## src/design/fpd_pkg.sv

```systemverilog
package fpd_pkg;

  localparam int MAX_WORD_BYTES = 8;
  localparam int BYTE_W         = 8;
  localparam int WIN_IDX_W      = $clog2(MAX_WORD_BYTES);
  localparam int CNT_W          = $clog2(MAX_WORD_BYTES + 1);
  localparam int LEN_W          = 4;
  localparam int CFG_IDX_W      = 1;

  // configuration register indexes
  localparam logic [CFG_IDX_W-1:0] CFG_PATTERN_BYTES  = 1'b0;
  localparam logic [CFG_IDX_W-1:0] CFG_PATTERN_LENGTH = 1'b1;

  localparam logic [LEN_W-1:0] PATTERN_LENGTH_RST = 4'd1;

  typedef logic [MAX_WORD_BYTES-1:0][BYTE_W-1:0] byte_vec_t;

  // results produced by one input byte, handed to the output queue
  typedef struct packed {
    logic [CNT_W-1:0] count;
    byte_vec_t        bytes;
    logic             present;
    logic             final_word;
    logic             outcome;
  } fpd_batch_t;

endpackage

```

## src/design/first_pattern_delete_filter.sv

```systemverilog
// Deletes the first occurrence of a configured word (1 to 8 bytes) from a byte
// stream and passes every other byte through in order.
// Input channel: in_tdata carries one sentence byte, in_tlast marks the last
// byte of the sentence. Output channel: out_tdata carries the byte, out_tuser
// bit 0 says a byte is present, bit 1 gives the outcome on the last word
// (0 word deleted, 1 not found), out_tlast marks the sentence's last result.
// Configuration: cfg_index 0 writes the word (first byte in bits 7:0), index 1
// the word length; write only while the block holds no pending results.
// Latency: results of an input byte appear the cycle after it is accepted.
// Throughput: one input byte per cycle while each byte yields at most one
// result and out_tready is high; a byte that releases more keeps in_tready low
// until its last word is being taken, as the queue drains one word per cycle.
// When the receiver stalls, the output word holds and in_tready drops once
// the queue cannot take the next batch. Reset empties the window and the queue
// and sets the word to zero with length one.
module first_pattern_delete_filter (
  input  logic                               clk,
  input  logic                               rst_n,
  input  logic                               in_tvalid,
  output logic                               in_tready,
  input  logic [fpd_pkg::BYTE_W-1:0]         in_tdata,   // data_byte
  input  logic                               in_tlast,
  output logic                               out_tvalid,
  input  logic                               out_tready,
  output logic [fpd_pkg::BYTE_W-1:0]         out_tdata,  // out_byte
  output logic [1:0]                         out_tuser,  // byte_present, outcome
  output logic                               out_tlast,
  input  logic                               cfg_valid,
  output logic                               cfg_ready,
  input  logic [fpd_pkg::CFG_IDX_W-1:0]      cfg_index,
  input  logic [63:0]                        cfg_data
);

  fpd_pkg::byte_vec_t               pattern_r;
  logic [fpd_pkg::LEN_W-1:0]        len_r;
  fpd_pkg::fpd_batch_t              batch;
  logic                             accept;
  logic                             can_load;

  assign cfg_ready = 1'b1;
  assign in_tready = can_load;
  assign accept    = in_tvalid && can_load;

  always_ff @(posedge clk) begin
    if (!rst_n) begin
      pattern_r <= '0;
      len_r     <= fpd_pkg::PATTERN_LENGTH_RST;
    end else if (cfg_valid && cfg_ready) begin
      case (cfg_index)
        fpd_pkg::CFG_PATTERN_BYTES:  pattern_r <= cfg_data;
        fpd_pkg::CFG_PATTERN_LENGTH: len_r     <= cfg_data[fpd_pkg::LEN_W-1:0];
        default: ;
      endcase
    end
  end

  fpd_window u_window (
    .clk         (clk),
    .rst_n       (rst_n),
    .accept      (accept),
    .in_byte     (in_tdata),
    .in_final    (in_tlast),
    .pattern     (pattern_r),
    .pattern_len (len_r),
    .batch       (batch)
  );

  fpd_outq u_outq (
    .clk        (clk),
    .rst_n      (rst_n),
    .load       (accept),
    .batch      (batch),
    .can_load   (can_load),
    .out_tvalid (out_tvalid),
    .out_tready (out_tready),
    .out_tdata  (out_tdata),
    .out_tuser  (out_tuser),
    .out_tlast  (out_tlast)
  );

endmodule

```

## src/design/fpd_window.sv

```systemverilog
module fpd_window (
  input  logic                              clk,
  input  logic                              rst_n,
  input  logic                              accept,
  input  logic [fpd_pkg::BYTE_W-1:0]        in_byte,
  input  logic                              in_final,
  input  fpd_pkg::byte_vec_t                pattern,
  input  logic [fpd_pkg::LEN_W-1:0]         pattern_len,
  output fpd_pkg::fpd_batch_t               batch
);

  fpd_pkg::byte_vec_t                win_r;
  fpd_pkg::byte_vec_t                win_nxt;
  logic [fpd_pkg::WIN_IDX_W-1:0]     fill_r;
  logic [fpd_pkg::WIN_IDX_W-1:0]     fill_nxt;
  logic                              deleted_r;
  logic                              deleted_nxt;

  fpd_pkg::byte_vec_t                comb_bytes;
  logic [fpd_pkg::CNT_W-1:0]         total;
  logic [fpd_pkg::CNT_W-1:0]         base;
  logic [fpd_pkg::CNT_W-1:0]         emit_cnt;
  logic [fpd_pkg::CNT_W-1:0]         retain_cnt;
  logic [fpd_pkg::WIN_IDX_W-1:0]     keep;
  logic                              can_match;
  logic                              hit;

  always_comb begin
    logic [fpd_pkg::CNT_W-1:0] idx;
    logic [fpd_pkg::CNT_W-1:0] src;
    idx = '0;
    src = '0;

    // held bytes with the new byte appended after them
    for (int i = 0; i < fpd_pkg::MAX_WORD_BYTES; i++) begin
      comb_bytes[i] = (fpd_pkg::WIN_IDX_W'(i) == fill_r) ? in_byte : win_r[i];
    end
    total = fpd_pkg::CNT_W'(fill_r) + fpd_pkg::CNT_W'(1);

    can_match = !deleted_r && (pattern_len != '0) &&
                (pattern_len <= fpd_pkg::LEN_W'(fpd_pkg::MAX_WORD_BYTES));
    keep = can_match ? fpd_pkg::WIN_IDX_W'(pattern_len - fpd_pkg::LEN_W'(1)) : '0;
    base = total - fpd_pkg::CNT_W'(pattern_len);

    // newest pattern_len bytes against the word
    hit = can_match && (total >= fpd_pkg::CNT_W'(pattern_len));
    for (int k = 0; k < fpd_pkg::MAX_WORD_BYTES; k++) begin
      if (fpd_pkg::LEN_W'(k) < pattern_len) begin
        idx = base + fpd_pkg::CNT_W'(k);
        if (comb_bytes[idx[fpd_pkg::WIN_IDX_W-1:0]] != pattern[k]) begin
          hit = 1'b0;
        end
      end
    end

    if (hit) begin
      emit_cnt = base;
    end else if (in_final) begin
      emit_cnt = total;
    end else if (total > fpd_pkg::CNT_W'(keep)) begin
      emit_cnt = total - fpd_pkg::CNT_W'(keep);
    end else begin
      emit_cnt = '0;
    end

    retain_cnt = (hit || in_final) ? '0 : (total - emit_cnt);

    // slide the kept bytes down to the front
    for (int i = 0; i < fpd_pkg::MAX_WORD_BYTES; i++) begin
      src = fpd_pkg::CNT_W'(i) + emit_cnt;
      if (src < fpd_pkg::CNT_W'(fpd_pkg::MAX_WORD_BYTES)) begin
        win_nxt[i] = comb_bytes[src[fpd_pkg::WIN_IDX_W-1:0]];
      end else begin
        win_nxt[i] = '0;
      end
    end

    fill_nxt    = retain_cnt[fpd_pkg::WIN_IDX_W-1:0];
    deleted_nxt = in_final ? 1'b0 : (deleted_r | hit);

    // an empty final step still gives one status word
    batch.count      = (in_final && emit_cnt == '0) ? fpd_pkg::CNT_W'(1) : emit_cnt;
    batch.bytes      = comb_bytes;
    batch.present    = (emit_cnt != '0);
    batch.final_word = in_final;
    batch.outcome    = !(deleted_r | hit);
  end

  always_ff @(posedge clk) begin
    if (!rst_n) begin
      fill_r    <= '0;
      deleted_r <= 1'b0;
    end else if (accept) begin
      fill_r    <= fill_nxt;
      deleted_r <= deleted_nxt;
    end
  end

  always_ff @(posedge clk) begin
    if (accept) begin
      win_r <= win_nxt;
    end
  end

endmodule

```

## src/design/fpd_outq.sv

```systemverilog
module fpd_outq (
  input  logic                           clk,
  input  logic                           rst_n,
  input  logic                           load,
  input  fpd_pkg::fpd_batch_t            batch,
  output logic                           can_load,
  output logic                           out_tvalid,
  input  logic                           out_tready,
  output logic [fpd_pkg::BYTE_W-1:0]     out_tdata,
  output logic [1:0]                     out_tuser,
  output logic                           out_tlast
);

  logic [fpd_pkg::CNT_W-1:0] cnt_r;
  logic [fpd_pkg::CNT_W-1:0] cnt_nxt;
  fpd_pkg::byte_vec_t        q_r;
  fpd_pkg::byte_vec_t        q_nxt;
  logic                      present_r;
  logic                      final_r;
  logic                      outcome_r;
  logic                      pop;
  logic                      last_word;

  assign out_tvalid = (cnt_r != '0);
  assign pop        = out_tvalid && out_tready;
  assign last_word  = (cnt_r == fpd_pkg::CNT_W'(1));
  assign can_load   = (cnt_r == '0) || (last_word && out_tready);

  assign out_tdata    = present_r ? q_r[0] : '0;
  assign out_tlast    = final_r && last_word;
  assign out_tuser[0] = present_r;
  assign out_tuser[1] = out_tlast && outcome_r;

  always_comb begin
    cnt_nxt = cnt_r;
    q_nxt   = q_r;
    if (load && batch.count != '0) begin
      cnt_nxt = batch.count;
      q_nxt   = batch.bytes;
    end else if (pop) begin
      cnt_nxt = cnt_r - fpd_pkg::CNT_W'(1);
      for (int i = 0; i < fpd_pkg::MAX_WORD_BYTES - 1; i++) begin
        q_nxt[i] = q_r[i+1];
      end
      q_nxt[fpd_pkg::MAX_WORD_BYTES-1] = '0;
    end
  end

  always_ff @(posedge clk) begin
    if (!rst_n) begin
      cnt_r <= '0;
    end else begin
      cnt_r <= cnt_nxt;
    end
  end

  always_ff @(posedge clk) begin
    q_r <= q_nxt;
    if (load && batch.count != '0) begin
      present_r <= batch.present;
      final_r   <= batch.final_word;
      outcome_r <= batch.outcome;
    end
  end

endmodule
```

## config.mk

```make
export PLATFORM = sky130hd
export DESIGN_NAME = first_pattern_delete_filter
export DESIGN_NICKNAME = d
export VERILOG_FILES = /design/src/design/fpd_pkg.sv /design/src/design/first_pattern_delete_filter.sv /design/src/design/fpd_window.sv /design/src/design/fpd_outq.sv
export SDC_FILE = /design/constraint.sdc
export NUM_CORES = 1
export LEC_CHECK = 0
export BUFFER_PORTS_ARGS = -buffer_cell sky130_fd_sc_hd__buf_4
export CAP_MARGIN = 20
export CORE_MARGIN = 2
export CORE_UTILIZATION = 30
export CTS_BUF_LIST = sky130_fd_sc_hd__clkbuf_2 sky130_fd_sc_hd__clkbuf_4 sky130_fd_sc_hd__clkbuf_8
export DETAILED_ROUTE_END_ITERATION = 12
export GPL_TIMING_DRIVEN = 1
export HOLD_SLACK_MARGIN = 0.12
export PLACE_DENSITY = 0.46
export SLEW_MARGIN = 10
export SYNTH_ARGS = -nofsm -noshare
export SYNTH_HDL_FRONTEND = slang
export SYNTH_SLANG_ARGS = --single-unit
export TNS_END_PERCENT = 1
```

## constraint.sdc

```tcl
create_clock -name clk -period 9.2 [get_ports clk]
set_clock_uncertainty 0.1 [all_clocks]
set_input_delay 2.76 -clock clk [delete_from_list [all_inputs] [get_ports clk]]
set_output_delay 2.76 -clock clk [all_outputs]
set_load 0.005 [all_outputs]
```

==> results_dict.tcl <==
set metrics [dict create \
    antenna_found_initial 0 \
    place_congestion 0.995 \
    synthTopCellsByArea "edfxtp_1 23%, mux2i_1 12%, dfxtp_1 8.8%" \
    yosys.area.top_type "edfxtp_1" \
    core_um2 57500 \
    drtAntennaViolNets 0 \
    via_per_inst 5.93 \
    grt.total_usage 0.255 \
    synth_area_um2 17400 \
    clk_pin_slew_ps 70 \
    grt_pass1_vias 16132 \
    dp_hpwl_mm 58.3 \
    start_kind "flop" \
    drive_gt1_frac 0.208 \
    maxSlewHeadroom 0.271 \
    postCtsSetupBuffers 0 \
    finalNonFillerCells 2881 \
    synth_cell_type_count 78 \
    synth_edf_count 131 \
    tightest_slew_ps 1090 \
    synth.avg_cell_area_um2 8.82 \
    hold_slack_ps 375 \
    synth_warnings 0 \
    synth_top_area_share 0.226 \
    cp_max_fo 49 \
    overflow 0 \
    h-tree-depth 2 \
    synth_cells 1971 \
    crit_buf_inv 8 \
    dpl_cell_area_um2 19500 \
    hp-class "flop to flop" \
    status "finished clean" \
    rsz0062_at_grt "false" \
    die_h_um 245 \
    cts_made_buffers 42 \
    grt_pass1_wl_mm 112 \
    final_cell_area_um2 20500 \
    vias 17071 \
    p_leak_nw 8.09 \
    max_freq_ghz 0.116 \
    antennaDiodeCount 0 \
    drv_slew 0 \
    dr.max_layer_used "met4" \
    ios 93 \
    row_count 88 \
    clkSinkCount 207 \
    grt_max_degree 84 \
    synth_seq_cells 207 \
    wire_per_inst_um 27.1 \
    drtIter0Drc 2044 \
    cp.required_ps 9510 \
    cts_root_buffer "clkbuf_8" \
    hold_buffers 0 \
    drt-met1-wl_mm 33.3 \
    fin_setup_tns_ps 0 \
    worst_path_max_delay_cell "xor3_1" \
    critPathMaxStageDelay_ps 800 \
    crit_type "flop to flop" \
    critical-path-top-delay-family "buffers and inverters" \
    wl_met3_mm 7.33 \
    drtPass1Iterations 6 \
    drv_cap 0 \
    initial_core_util 0.302 \
    drc 0 \
    area_delta_synth_final_pct 17.7 \
    seq_area_frac_synth 0.314 \
    finish.utilization 0.356 \
    io_buffers 91 \
    setup_violations 0 \
    die_x_um 245 \
    dp.cells 2805 \
    finalHoldViolCount 0 \
    nets 2194 \
    synth.net_count 2081 \
    arrival_ps 8940 \
    fillers 5877 \
    dieArea_um2 59900 \
    fin_crit_ps 8630 \
    vdd_drop_max_mv 0.160 \
    synthArstFlopShare 0 \
    ys.flop_type "edfxtp_1" \
    p_per_area_nw_per_um2 470 \
    insertion_delay_ps 640 \
    cts_buffer_depth 3 \
    post-route-period-util 0.938 \
    worst_setup_path_end_kind "flop" \
    finalWirelength_mm 77.9 \
    cts_tree "done" \
    wl_met2_mm 33.1 \
]
-- metrics by stage --
step / worst slack [ps] / total power, mW
floorplan: 418 / 5.83
detailed placement: 306 / 8.34
global placement: 374 / 8.29
CTS: 271 / 9.46
global route: 117 / 10.1
finish: 572 / 9.62
-- worst paths after layout --
| check | from | end | slack (ps) | cells past startpoint |
|---|---|---|---|---|
| setup / recovery | u_window.fill_r[0] | u_window.win_r[29] | 570 | 25 |
| hold / removal | pattern_r[53] | pattern_r[53] | 380 | 2 |
| setup reg to reg | u_window.fill_r[0] | u_window.win_r[29] | 570 | 25 |
| hold reg to reg | pattern_r[53] | pattern_r[53] | 380 | 2 |
-- logic make-up after synthesis --
kind of cell               after synthesis  synth area share
adders and majority gates               31            0.0236
and+or+nand+nor                        656             0.169
other                                    1          0.000216
xor gates and xnor gates                86            0.0465
muxes                                  303             0.207
DFF                                    207             0.314
AOI/OAI and AO/OA                      500             0.193
buffers and inverters                  187            0.0473
-- state kept, by name (all words and copies together), names as in the netlist --
name,cells
u_window.win_r,64
pattern_r,64
u_outq.cnt_r,4
len_r,4
u_outq.q_r,64
u_outq.final_r,1
u_window.fill_r,3
u_outq.outcome_r,1
u_outq.present_r,1
u_window.deleted_r,1
-- Yosys cell counts, types with 14 or more instances --
cell,instances
nor3_1,61
o211ai_1,19
mux4_2,37
xnor2_1,54
nor2_1,85
dfxtp_1,76
nor4_1,15
a21boi_0,70
edfxtp_1,131
mux2i_1,205
and3_1,24
nand2_1,346
nand2b_1,16
a211oi_1,61
mux2_2,54
buf_2,40
inv_1,21
o21ai_0,103
xor2_1,28
a21oi_1,50
ha_1,28
clkbuf_1,86
o22ai_1,84
buf_1,22
nor2b_1,14
nand3_1,41
-- power breakdown --
group | internal [mW] | leakage, nW | switching (mW)
Sequential | 1.62 | 1.89 | 0.327
Clock | 0.631 | 0.486 | 0.459
Combinational | 2.52 | 5.72 | 4.07
Total | 4.77 | 8.09 | 4.85
-- worst min-delay path, delay by kind of cell, from the launching register on --
family / cells / cell delay [ps]
AND/OR/NAND/NOR: 1 / 50
flip-flops: 1 / 310
AO/OA/AOI/OAI: 1 / 60
-- final cells by class --
cell class | instances | area (µm²) | area share
Clock buffer | 59 | 737 | 0.0360
Clock inverter | 17 | 188 | 0.00917
Inverter | 26 | 100 | 0.00489
Multi-Input combinational cell | 1577 | 11200 | 0.548
Sequential cell | 207 | 5460 | 0.267
Tap cell | 765 | 957 | 0.0468
Timing Repair Buffer | 230 | 1810 | 0.0887
-- per-layer routing --
metal / track usage / vias up
met5: 0 / -
li1: - / 7596
met2: 0.375 / 950
met3: 0.0601 / 183
met4: 0.127 / 0
met1: 0.348 / 8342
-- cell usage in the layout, fill, tap and decap left out, types with 13 or more instances in the layout --
cell type    n
inv_1       20
o21ai_0    103
mux2_2      54
clkbuf_8    47
nor3_1      61
o22ai_1     83
a21boi_0    70
nor4_1      15
mux4_2      37
o211ai_1    19
xnor2_1     52
ha_1        25
a21oi_1     49
and3_1      24
buf_4      223
edfxtp_1   131
nand3_1     41
nand2_1    345
nand2b_1    15
xor2_1      27
nor2_1      85
nor2b_1     13
a211oi_1    60
dfxtp_1     76
mux2i_1    205
-- what timing repair did --
item	4_1_cts	5_1_grt
resized for setup	0	3
setup endpoints to repair	0	79
endpoints found under the hold margin	0	0
(Power assumes the default switching activity.)
